### src/hw/rtl/lrupr_pkg.sv
package lrupr_pkg;

  // Default sizes handed to the top level parameters.
  localparam int FRAMES_DEF    = 16;
  localparam int PAGE_BITS_DEF = 16;

  // Frame count register.
  localparam int              CFG_W       = 5;
  localparam logic [CFG_W-1:0] FRAMES_RST = CFG_W'(16);

  // Reference time, stamps and fault total.
  localparam int              TIME_W = 32;
  localparam logic [TIME_W-1:0] SAT  = '1;

  // Width of the frame index field on the result port.
  localparam int FIDX_W = 4;

  // Saturating increment for time and fault counters.
  function automatic logic [TIME_W-1:0] sat_inc(input logic [TIME_W-1:0] v);
    logic [TIME_W-1:0] r;
    r = (v == SAT) ? v : v + TIME_W'(1);
    return r;
  endfunction

endpackage

### src/hw/rtl/lrupr_cell.sv
module lrupr_cell #(
  parameter int IW        = 4,
  parameter int PAGE_BITS = 16,
  parameter int IDX       = 0
) (
  input  logic                         clk,
  input  logic                         rst,
  input  logic                         in_range,
  input  logic                         in_vld,
  input  logic [PAGE_BITS-1:0]         in_page,
  input  logic                         in_hit,
  input  logic [IW-1:0]                in_hit_idx,
  input  logic                         in_emp,
  input  logic [IW-1:0]                in_emp_idx,
  input  logic                         in_min_found,
  input  logic [lrupr_pkg::TIME_W-1:0] in_min_stamp,
  input  logic [IW-1:0]                in_min_idx,
  input  logic [PAGE_BITS-1:0]         in_min_page,
  output logic                         out_vld,
  output logic [PAGE_BITS-1:0]         out_page,
  output logic                         out_hit,
  output logic [IW-1:0]                out_hit_idx,
  output logic                         out_emp,
  output logic [IW-1:0]                out_emp_idx,
  output logic                         out_min_found,
  output logic [lrupr_pkg::TIME_W-1:0] out_min_stamp,
  output logic [IW-1:0]                out_min_idx,
  output logic [PAGE_BITS-1:0]         out_min_page,
  input  logic                         wr_en,
  input  logic                         wr_fill,
  input  logic [IW-1:0]                wr_idx,
  input  logic [PAGE_BITS-1:0]         wr_page,
  input  logic [lrupr_pkg::TIME_W-1:0] wr_stamp
);

  localparam logic [IW-1:0] MY_IDX = IW'(IDX);

  logic                         valid;
  logic [PAGE_BITS-1:0]         page;
  logic [lrupr_pkg::TIME_W-1:0] stamp;
  logic                         take;

  logic                         hit_next;
  logic [IW-1:0]                hit_idx_next;
  logic                         emp_next;
  logic [IW-1:0]                emp_idx_next;
  logic                         min_found_next;
  logic [lrupr_pkg::TIME_W-1:0] min_stamp_next;
  logic [IW-1:0]                min_idx_next;
  logic [PAGE_BITS-1:0]         min_page_next;

  assign take = in_range && in_vld;

  // Fold this frame into the search record that passes through.
  always_comb begin
    hit_next       = in_hit;
    hit_idx_next   = in_hit_idx;
    emp_next       = in_emp;
    emp_idx_next   = in_emp_idx;
    min_found_next = in_min_found;
    min_stamp_next = in_min_stamp;
    min_idx_next   = in_min_idx;
    min_page_next  = in_min_page;
    if (take) begin
      if (!in_hit && valid && (page == in_page)) begin
        hit_next     = 1'b1;
        hit_idx_next = MY_IDX;
      end
      if (!in_emp && !valid) begin
        emp_next     = 1'b1;
        emp_idx_next = MY_IDX;
      end
      if (valid && (!in_min_found || (stamp < in_min_stamp))) begin
        min_found_next = 1'b1;
        min_stamp_next = stamp;
        min_idx_next   = MY_IDX;
        min_page_next  = page;
      end
    end
  end

  always_ff @(posedge clk) begin
    if (rst) begin
      out_vld <= 1'b0;
    end else begin
      out_vld <= in_vld;
    end
  end

  always_ff @(posedge clk) begin
    out_page      <= in_page;
    out_hit       <= hit_next;
    out_hit_idx   <= hit_idx_next;
    out_emp       <= emp_next;
    out_emp_idx   <= emp_idx_next;
    out_min_found <= min_found_next;
    out_min_stamp <= min_stamp_next;
    out_min_idx   <= min_idx_next;
    out_min_page  <= min_page_next;
  end

  // Frame contents, written by the commit broadcast.
  always_ff @(posedge clk) begin
    if (rst) begin
      valid <= 1'b0;
    end else if (wr_en && wr_fill && (wr_idx == MY_IDX)) begin
      valid <= 1'b1;
    end
  end

  always_ff @(posedge clk) begin
    if (wr_en && (wr_idx == MY_IDX)) begin
      stamp <= wr_stamp;
      if (wr_fill) begin
        page <= wr_page;
      end
    end
  end

endmodule

### src/hw/rtl/lru_page_replacement_core.sv
// Channel     | Ports                                        | Transfer
// ------------+----------------------------------------------+---------------------------
// reference   | start, busy, page_number                     | start high while busy low
// result      | done, hit, frame_index, evicted_valid,       | done high, one cycle only
//             | evicted_page, fault_count                    |
// frame count | cfg_we, cfg_data                             | cfg_we high
//
// A reference holds busy from its transfer until its commit: the lookup walks
// the chain of FRAMES frame cells one cell per cycle, and the result is
// committed at the edge after the last cell.
// The result appears on the ports for one cycle right after the commit edge,
// which is also the first cycle in which start is taken again.
// rst (synchronous, active high) empties all frames, zeroes time and fault
// total and sets the frame count to 16.
// The receiver cannot stall; results are never held back.
module lru_page_replacement_core #(
  parameter int FRAMES    = lrupr_pkg::FRAMES_DEF,
  parameter int PAGE_BITS = lrupr_pkg::PAGE_BITS_DEF
) (
  input  logic                          clk,
  input  logic                          rst,
  input  logic                          start,
  output logic                          busy,
  input  logic [PAGE_BITS-1:0]          page_number,
  input  logic                          cfg_we,
  input  logic [lrupr_pkg::CFG_W-1:0]   cfg_data,
  output logic                          done,
  output logic                          hit,
  output logic [lrupr_pkg::FIDX_W-1:0]  frame_index,
  output logic                          evicted_valid,
  output logic [PAGE_BITS-1:0]          evicted_page,
  output logic [lrupr_pkg::TIME_W-1:0]  fault_count
);

  localparam int IW = (FRAMES > 1) ? $clog2(FRAMES) : 1;
  localparam int CW = $clog2(FRAMES + 1);
  localparam int NW = (CW > lrupr_pkg::CFG_W) ? CW : lrupr_pkg::CFG_W;
  localparam int TW = lrupr_pkg::TIME_W;

  // Search record that travels down the chain, one cell per cycle.
  typedef struct packed {
    logic                 vld;
    logic [PAGE_BITS-1:0] page;
    logic                 hit;
    logic [IW-1:0]        hit_idx;
    logic                 emp;
    logic [IW-1:0]        emp_idx;
    logic                 min_found;
    logic [TW-1:0]        min_stamp;
    logic [IW-1:0]        min_idx;
    logic [PAGE_BITS-1:0] min_page;
  } pkt_t;

  // Commit broadcast to every cell; only the addressed cell takes it.
  typedef struct packed {
    logic                 en;
    logic                 fill;
    logic [IW-1:0]        idx;
    logic [PAGE_BITS-1:0] page;
    logic [TW-1:0]        stamp;
  } wr_t;

  logic [lrupr_pkg::CFG_W-1:0] frames_cfg;
  logic [NW-1:0]               n_eff;
  logic [FRAMES-1:0]           active;
  logic [FRAMES-1:0]           pkt_vld;
  logic [TW-1:0]               ref_time;
  logic [TW-1:0]               fault_total;
  logic [TW-1:0]               fault_total_next;
  logic                        accept;
  pkt_t                        head;
  pkt_t                        chain [FRAMES+1];
  pkt_t                        last;
  wr_t                         wr;
  logic [IW-1:0]               slot;
  logic                        evict;

  assign accept = start && !busy;

  // The frame count register. Zero acts as one, and anything above FRAMES
  // acts as FRAMES.
  always_ff @(posedge clk) begin
    if (rst) begin
      frames_cfg <= lrupr_pkg::FRAMES_RST;
    end else if (cfg_we) begin
      frames_cfg <= cfg_data;
    end
  end

  always_comb begin
    if (frames_cfg == '0) begin
      n_eff = NW'(1);
    end else if (NW'(frames_cfg) > NW'(FRAMES)) begin
      n_eff = NW'(FRAMES);
    end else begin
      n_eff = NW'(frames_cfg);
    end
  end

  // A new reference enters the first cell in the cycle of its transfer.
  always_comb begin
    head      = '0;
    head.vld  = accept;
    head.page = page_number;
  end

  assign chain[0] = head;

  for (genvar i = 0; i < FRAMES; i++) begin : g_cell
    assign active[i]  = (NW'(i) < n_eff);
    assign pkt_vld[i] = chain[i+1].vld;
    lrupr_cell #(
      .IW        (IW),
      .PAGE_BITS (PAGE_BITS),
      .IDX       (i)
    ) u_cell (
      .clk           (clk),
      .rst           (rst),
      .in_range      (active[i]),
      .in_vld        (chain[i].vld),
      .in_page       (chain[i].page),
      .in_hit        (chain[i].hit),
      .in_hit_idx    (chain[i].hit_idx),
      .in_emp        (chain[i].emp),
      .in_emp_idx    (chain[i].emp_idx),
      .in_min_found  (chain[i].min_found),
      .in_min_stamp  (chain[i].min_stamp),
      .in_min_idx    (chain[i].min_idx),
      .in_min_page   (chain[i].min_page),
      .out_vld       (chain[i+1].vld),
      .out_page      (chain[i+1].page),
      .out_hit       (chain[i+1].hit),
      .out_hit_idx   (chain[i+1].hit_idx),
      .out_emp       (chain[i+1].emp),
      .out_emp_idx   (chain[i+1].emp_idx),
      .out_min_found (chain[i+1].min_found),
      .out_min_stamp (chain[i+1].min_stamp),
      .out_min_idx   (chain[i+1].min_idx),
      .out_min_page  (chain[i+1].min_page),
      .wr_en         (wr.en),
      .wr_fill       (wr.fill),
      .wr_idx        (wr.idx),
      .wr_page       (wr.page),
      .wr_stamp      (wr.stamp)
    );
  end

  assign last = chain[FRAMES];

  // Pick the frame: the hit, else the first empty frame, else the oldest.
  always_comb begin
    evict = 1'b0;
    if (last.hit) begin
      slot = last.hit_idx;
    end else if (last.emp) begin
      slot = last.emp_idx;
    end else begin
      slot  = last.min_idx;
      evict = 1'b1;
    end
    wr.en    = last.vld;
    wr.fill  = !last.hit;
    wr.idx   = slot;
    wr.page  = last.page;
    wr.stamp = ref_time;
    fault_total_next = last.hit ? fault_total : lrupr_pkg::sat_inc(fault_total);
  end

  // Time advances when a reference is taken, so its stamp is ready by commit.
  always_ff @(posedge clk) begin
    if (rst) begin
      busy        <= 1'b0;
      ref_time    <= '0;
      fault_total <= '0;
      done        <= 1'b0;
    end else begin
      done <= last.vld;
      if (accept) begin
        busy     <= 1'b1;
        ref_time <= lrupr_pkg::sat_inc(ref_time);
      end else if (last.vld) begin
        busy <= 1'b0;
      end
      if (last.vld) begin
        fault_total <= fault_total_next;
      end
    end
  end

  // Result registers; they change only on a commit.
  always_ff @(posedge clk) begin
    if (last.vld) begin
      hit           <= last.hit;
      frame_index   <= lrupr_pkg::FIDX_W'(slot);
      evicted_valid <= evict;
      evicted_page  <= evict ? last.min_page : '0;
      fault_count   <= fault_total_next;
    end
  end

  // At most one search record is in the chain at any time.
  a_one_in_flight: assert property (@(posedge clk) disable iff (rst)
    $onehot0(pkt_vld))
    else $error("more than one reference in the chain");

  // A result follows a record leaving the last cell.
  a_done_follows_commit: assert property (@(posedge clk) disable iff (rst)
    done |-> $past(last.vld))
    else $error("result without a commit");

  // A hit never evicts.
  a_hit_no_evict: assert property (@(posedge clk) disable iff (rst)
    (done && hit) |-> !evicted_valid)
    else $error("hit reported with an eviction");

  // The fault total never decreases.
  a_fault_monotonic: assert property (@(posedge clk) disable iff (rst)
    last.vld |=> (fault_total >= $past(fault_total)))
    else $error("fault total went down");

  // Busy stays high while a record is in the chain.
  a_busy_during_scan: assert property (@(posedge clk) disable iff (rst)
    (pkt_vld != '0) |-> busy)
    else $error("ready while a reference is in flight");

endmodule
### config.mk
export PLATFORM = sky130hd
export DESIGN_NAME = lru_page_replacement_core
export DESIGN_NICKNAME = d
export VERILOG_FILES = /design/src/hw/rtl/lrupr_pkg.sv /design/src/hw/rtl/lrupr_cell.sv /design/src/hw/rtl/lru_page_replacement_core.sv
export SDC_FILE = /design/constraint.sdc
export NUM_CORES = 2
export LEC_CHECK = 0
export BUFFER_PORTS_ARGS = -buffer_cell sky130_fd_sc_hd__buf_2
export CAP_MARGIN = 20
export CORE_MARGIN = 2
export CORE_UTILIZATION = 35
export CTS_CLUSTER_DIAMETER = 80
export DETAILED_ROUTE_END_ITERATION = 7
export PLACE_DENSITY = 0.48
export SLEW_MARGIN = 20
export SYNTH_ARGS = -nofsm -noshare
export SYNTH_HDL_FRONTEND = slang
export SYNTH_HIERARCHICAL = 1
export SYNTH_SLANG_ARGS = --single-unit
export TNS_END_PERCENT = 10
### constraint.sdc
create_clock -name clk -period 14.99 [get_ports clk]
set_input_delay 2.2485 -clock clk [delete_from_list [all_inputs] [get_ports clk]]
set_output_delay 2.2485 -clock clk [all_outputs]
set_load 0.1 [all_outputs]
Word-level counts from Yosys, hierarchy flattened. Cells that the tools add are included.

Equality and inequality tests: 33. Reduce and logical (&&, ||, !) cells: 209. Add/sub/neg operators: 2. Bitwise logic cells: 2. Order comparisons: 32. Multiplexer cells: 246.

Operators with widths (number): 2-to-1 mux 32 bit (30); < comparator 32 bit (15); 2-to-1 mux 16 bit (30); 2-to-1 mux 4 bit (86); equality test 16 bit (16); logical AND 1 bit (111); 2-to-1 mux 1 bit (98); adder 32 x 1 -> 32 bit, second input constant (2); equality test 32 bit, second input constant (2); logical NOT 1 bit (62); < comparator 4 x 5 -> 1 bit, first input constant (8); AND reduction 2 bit (18); equality test 4 bit, second input constant (8); < comparator 3 x 5 -> 1 bit, first input constant (4); equality test 4 x 3 -> 1 bit, second input constant (4); logical OR 1 bit (15); < comparator 1 x 5 -> 1 bit, first input constant (2); < comparator 2 x 5 -> 1 bit, first input constant (2); 2-to-1 mux 5 bit (2); equality test 4 x 2 -> 1 bit, second input constant (2); greater-than comparator 5 bit, second input constant (1); logical NOT 5 bit (1); equality test 4 x 1 -> 1 bit, second input constant (1); logical NOT 4 bit (1); 2 further kinds (3).

Output and inout bits: 56. Bits of input ports: 25. Register bits after elaboration: 2144. Word-level logic and storage cells: 737.

Logic depth before layout (Yosys ltp).
Depth after elaboration: 6. Mapped depth: 10. Gate-level depth less buffers: 8.

Hierarchy. Netlist, hierarchy kept.

By module, submodules not included: lrupr_cell at g_cell[11].u_cell ... (instances 5, cells an instance 341, sequential area each 3062.9 µm², area each 4767.1 µm²); lrupr_cell at g_cell[10].u_cell ... (instances 4, cells an instance 341, sequential area each 3062.9 µm², area each 4769.6 µm²); lrupr_cell at g_cell[13].u_cell ... (instances 2, cells an instance 342, sequential area each 3062.9 µm², area each 4769.6 µm²); lrupr_cell at g_cell[4].u_cell ... (instances 2, cells an instance 341, sequential area each 3062.9 µm², area each 4768.3 µm²); lru_page_replacement_core (instances 1, cells an instance 624, sequential area each 3042.9 µm², area each 6029.5 µm²); lrupr_cell at g_cell[15].u_cell (instances 1, cells an instance 342, sequential area each 3062.9 µm², area each 4946.0 µm²); lrupr_cell at g_cell[0].u_cell (instances 1, cells an instance 342, sequential area each 3062.9 µm², area each 4772.1 µm²); lrupr_cell at g_cell[3].u_cell (instances 1, cells an instance 341, sequential area each 3062.9 µm², area each 4764.6 µm²).

Worst setup path before layout. Ideal clock, no wire load.

Path type: register -> register. Start: register g_cell[15].u_cell.out_vld. End: register g_cell[7].u_cell.page[0], enable pin. Arrival time: 5081 ps. Cell stages (with the launch flop): 4. Setup time: 375 ps. Period minus slack after synthesis: 5456 ps. Setup slack: 9534 ps. Buffers on the path: 0. Data required time: 14615 ps. Path through: dfxtp_1 > nand3_1 > nor3b_1 > and2_1.

Cells in the longest elaborated chain, start to end: 2.

RTL lines: from (decl) (line lrupr_cell.sv:19) `output logic out_vld,`; from (signal assigned) (line lrupr_cell.sv:86) `out_vld <= in_vld;`; logical AND 1 bit (line lrupr_cell.sv:112) `if (wr_en && (wr_idx == MY_IDX)) begin`; AND reduction 2 bit (no source line); to (signal assigned) (line lrupr_cell.sv:115) `page <= wr_page;`; to (decl) (line lrupr_cell.sv:39) `logic [PAGE_BITS-1:0] page;`.

No other way between the ends. A chain may end at the register's enable or synchronous reset.

Final worst setup path.
Start: input start. End: register g_cell[0].u_cell.out_min_page[2].

Cells in the longest elaborated chain, start to end: 3.

RTL lines: from (decl) (line lru_page_replacement_core.sv:22) `input logic start,`; logical AND 1 bit (line lru_page_replacement_core.sv:78) `assign accept = start && !busy;`; named net accept (line lru_page_replacement_core.sv:70) `logic accept;`; logical AND 1 bit (line lrupr_cell.sv:52) `assign take = in_range && in_vld;`; AND reduction 2 bit (no source line); to (signal assigned) (line lrupr_cell.sv:99) `out_min_page <= min_page_next;`; to (decl) (line lrupr_cell.sv:28) `output logic [PAGE_BITS-1:0] out_min_page,`.

The timed path passes the listed nets, and every way through them passes these cells.

==> metrics.log <==
INFO  metric nNetsFinal = 6893
INFO  metric tritoncts = done
INFO  metric floorplan.io_pins = 81
INFO  metric detailedRoute.firstIterationViolations = 1778
INFO  metric multi_input_comb_area = 27530 um2
INFO  metric root_buffer = clkbuf_16
INFO  metric final.min_clock_period = 4.793 ns
INFO  metric die_width = 486.1 um
INFO  metric maxCapViolations = 0
INFO  metric global_route_wire_length_before_repair = 249.5 mm
INFO  metric cts.hold.buffers_added = 0
INFO  metric hold_violations = 0
INFO  metric hold_path.startpoint = g_cell[11].u_cell/out_page[8]
INFO  metric syn-cell-area = 81340 um2
INFO  metric n_fill_cell = 21274
INFO  metric worstReg2RegStart = g_cell[15].u_cell/out_hit
INFO  metric worstSetupPathType = input port to flop
INFO  metric cts-root-to-sink-buffers = 3
INFO  metric final_min_period_over_clock_period = 31.97%
INFO  metric die_area = 236300 um2
INFO  metric grt_antenna_before_repair = 10
INFO  metric setup_viol_count_final = 0
INFO  metric drt_first_pass_iters = 5
INFO  metric place.port_buffers = 80
INFO  metric syn-mean-instance-area = 13.52 um2
INFO  metric p_per_area = 131.5 nW/um2
INFO  metric detailed_placer_s_ending_hpwl = 115.8 mm
INFO  metric critPathArrivalTime = 5.60 ns
INFO  metric static-leakage-power = 37.76 nW
INFO  metric final_layout_size_suffix_gt1_share = 10.31%
INFO  metric clock_skew_after_layout = 0.06006 ns
INFO  metric area_growth_syn_to_layout = 14.53%
INFO  metric largest_net_degree_at_the_start_of_global_routing = 74
INFO  metric power.ir.vdd_worst = 113.6 uV
INFO  metric worst_slew_pin_slew = 1.161 ns
INFO  metric final_wirelength = 158.4 mm
INFO  metric worst_hold_path_type = flop to flop
INFO  metric maxClockFrequency = 208.7 MHz
INFO  metric finalSetupTns = 0 ns
INFO  metric numCtsBuffers = 221
INFO  metric grt_setup_unrepaired = no
INFO  metric finalWeightedCongestion = 0.7632
INFO  metric start_kind = input port
INFO  metric post_drt_wl_per_cell = 16.50 um
INFO  metric worst_hold_slack = 0.3551 ns
INFO  metric worstSkewPairLatency = 0.86 ns
INFO  metric postCtsResizedCells = 0
INFO  metric worstPathMaxFanout = 36
INFO  metric htree_levels = 4
INFO  metric drc_errors = 0
INFO  metric floorplan.initialDensity = 35.28%
INFO  metric floorplan.die.height = 486.1 um
INFO  metric timing.slew.headroom = 22.58%
INFO  metric postCtsSetupRepairBufs = 0
INFO  metric cp-startpoint = start
INFO  metric row_count = 176
INFO  metric outcome = completed
INFO  metric grt_use_total = 13.39%
INFO  metric synth_cells = 6016
INFO  metric cts.sink_count = 2156
INFO  metric overflow = 0
INFO  metric timing_max_transition_violations_final = 0
INFO  metric drt-vias-per-instance = 4.380
INFO  metric detailroute.via_count = 42054
INFO  metric critPathRequiredTime = 15.80 ns
INFO  metric ff_latch_area = 51400 um2
INFO  metric clk_transition_reported_paths = 0.06 ns
INFO  metric timing.critical_path.to_type = flop
INFO  metric detail-route-antenna-nets = 0
INFO  metric via_count_of_the_first_global_routing_pass = 43509
INFO  metric ys_warn_count = 6
INFO  metric floorplan.core_area = 230600 um2
-- per-stage QoR --
stage                     std cells  total power, mW  utilization, %  instance area (um2)  setup slack [ns]
after global routing           9595            12.73           40.40                93140             9.956
after global placement         9173            6.807           37.09                85520             9.224
after CTS                      9594            12.45           40.39                93120             10.18
after detailed placement       9173            6.815           37.09                85520             9.265
final                          9601            12.25           40.40                93150             10.20
after floorplan                6115            6.680               -                81710             9.534
-- power breakdown --
part           switching [mW]  internal (mW)
clock network            2.30           3.27
registers               0.104           6.24
logic                   0.175          0.164
total                    2.58           9.67
-- per-layer routing --
metal  track usage, %  vias up  part of all wire [%]
li1                 -    21882                     -
met1            19.46    19494                    52
met2            20.37      435                    43
met3            2.370      239                   3.2
met4            3.684        4                   2.0
met5                0        -                 0.013
-- layout by cell type (no fill, tap or decap), types with 87 or more instances in the layout --
cell	instances
nand2_1	269
clkbuf_16	227
nor2_1	150
conb_1	101
a21oi_1	235
xor2_1	277
ha_1	498
dfxtp_1	1330
edfxtp_1	822
mux2_1	725
nor2b_1	142
nor4_1	87
inv_1	507
-- state kept, by name, indices dropped and copies added, names as in the netlist, 32 cells and up --
signal and cells:
fault_count 32, fault_total 32, g_cell.u_cell/out_emp_idx 64, g_cell.u_cell/out_hit_idx 64, g_cell.u_cell/out_min_idx 64, g_cell.u_cell/out_min_page 256
g_cell.u_cell/out_min_stamp 480, g_cell.u_cell/out_page 256, g_cell.u_cell/page 256, g_cell.u_cell/stamp 512, ref_time 32
-- critical path, stage by stage --
cell,delay (ns)
buf_2,0.10
nand2b_1,0.13
inv_1,0.53
nand3_1,0.50
a2111oi_1,0.45
o41ai_1,0.20
a22oi_4,0.58
buf_4,0.56
mux2_1,0.23
-- final timing paths --
kind	to	cells after the start	slack, ns
min	g_cell[12].u_cell/out_page[8]	0	0.36
max reg2reg	g_cell[1].u_cell/page[9]	5	11.21
min reg2reg	g_cell[12].u_cell/out_page[8]	0	0.36
max	g_cell[0].u_cell/out_min_page[2]	9	10.20
-- cell type report --
type | instances | area share (%)
antenna | 7 | 0.01880
clock buffer | 320 | 6.924
clock inverter | 101 | 1.242
inverter | 507 | 2.043
multi-input combinational | 3336 | 29.55
sequential | 2156 | 55.17
tap | 3026 | 4.064
timing repair buffer | 148 | 0.9805
No activity file was read; power rests on OpenSTA's default activity.
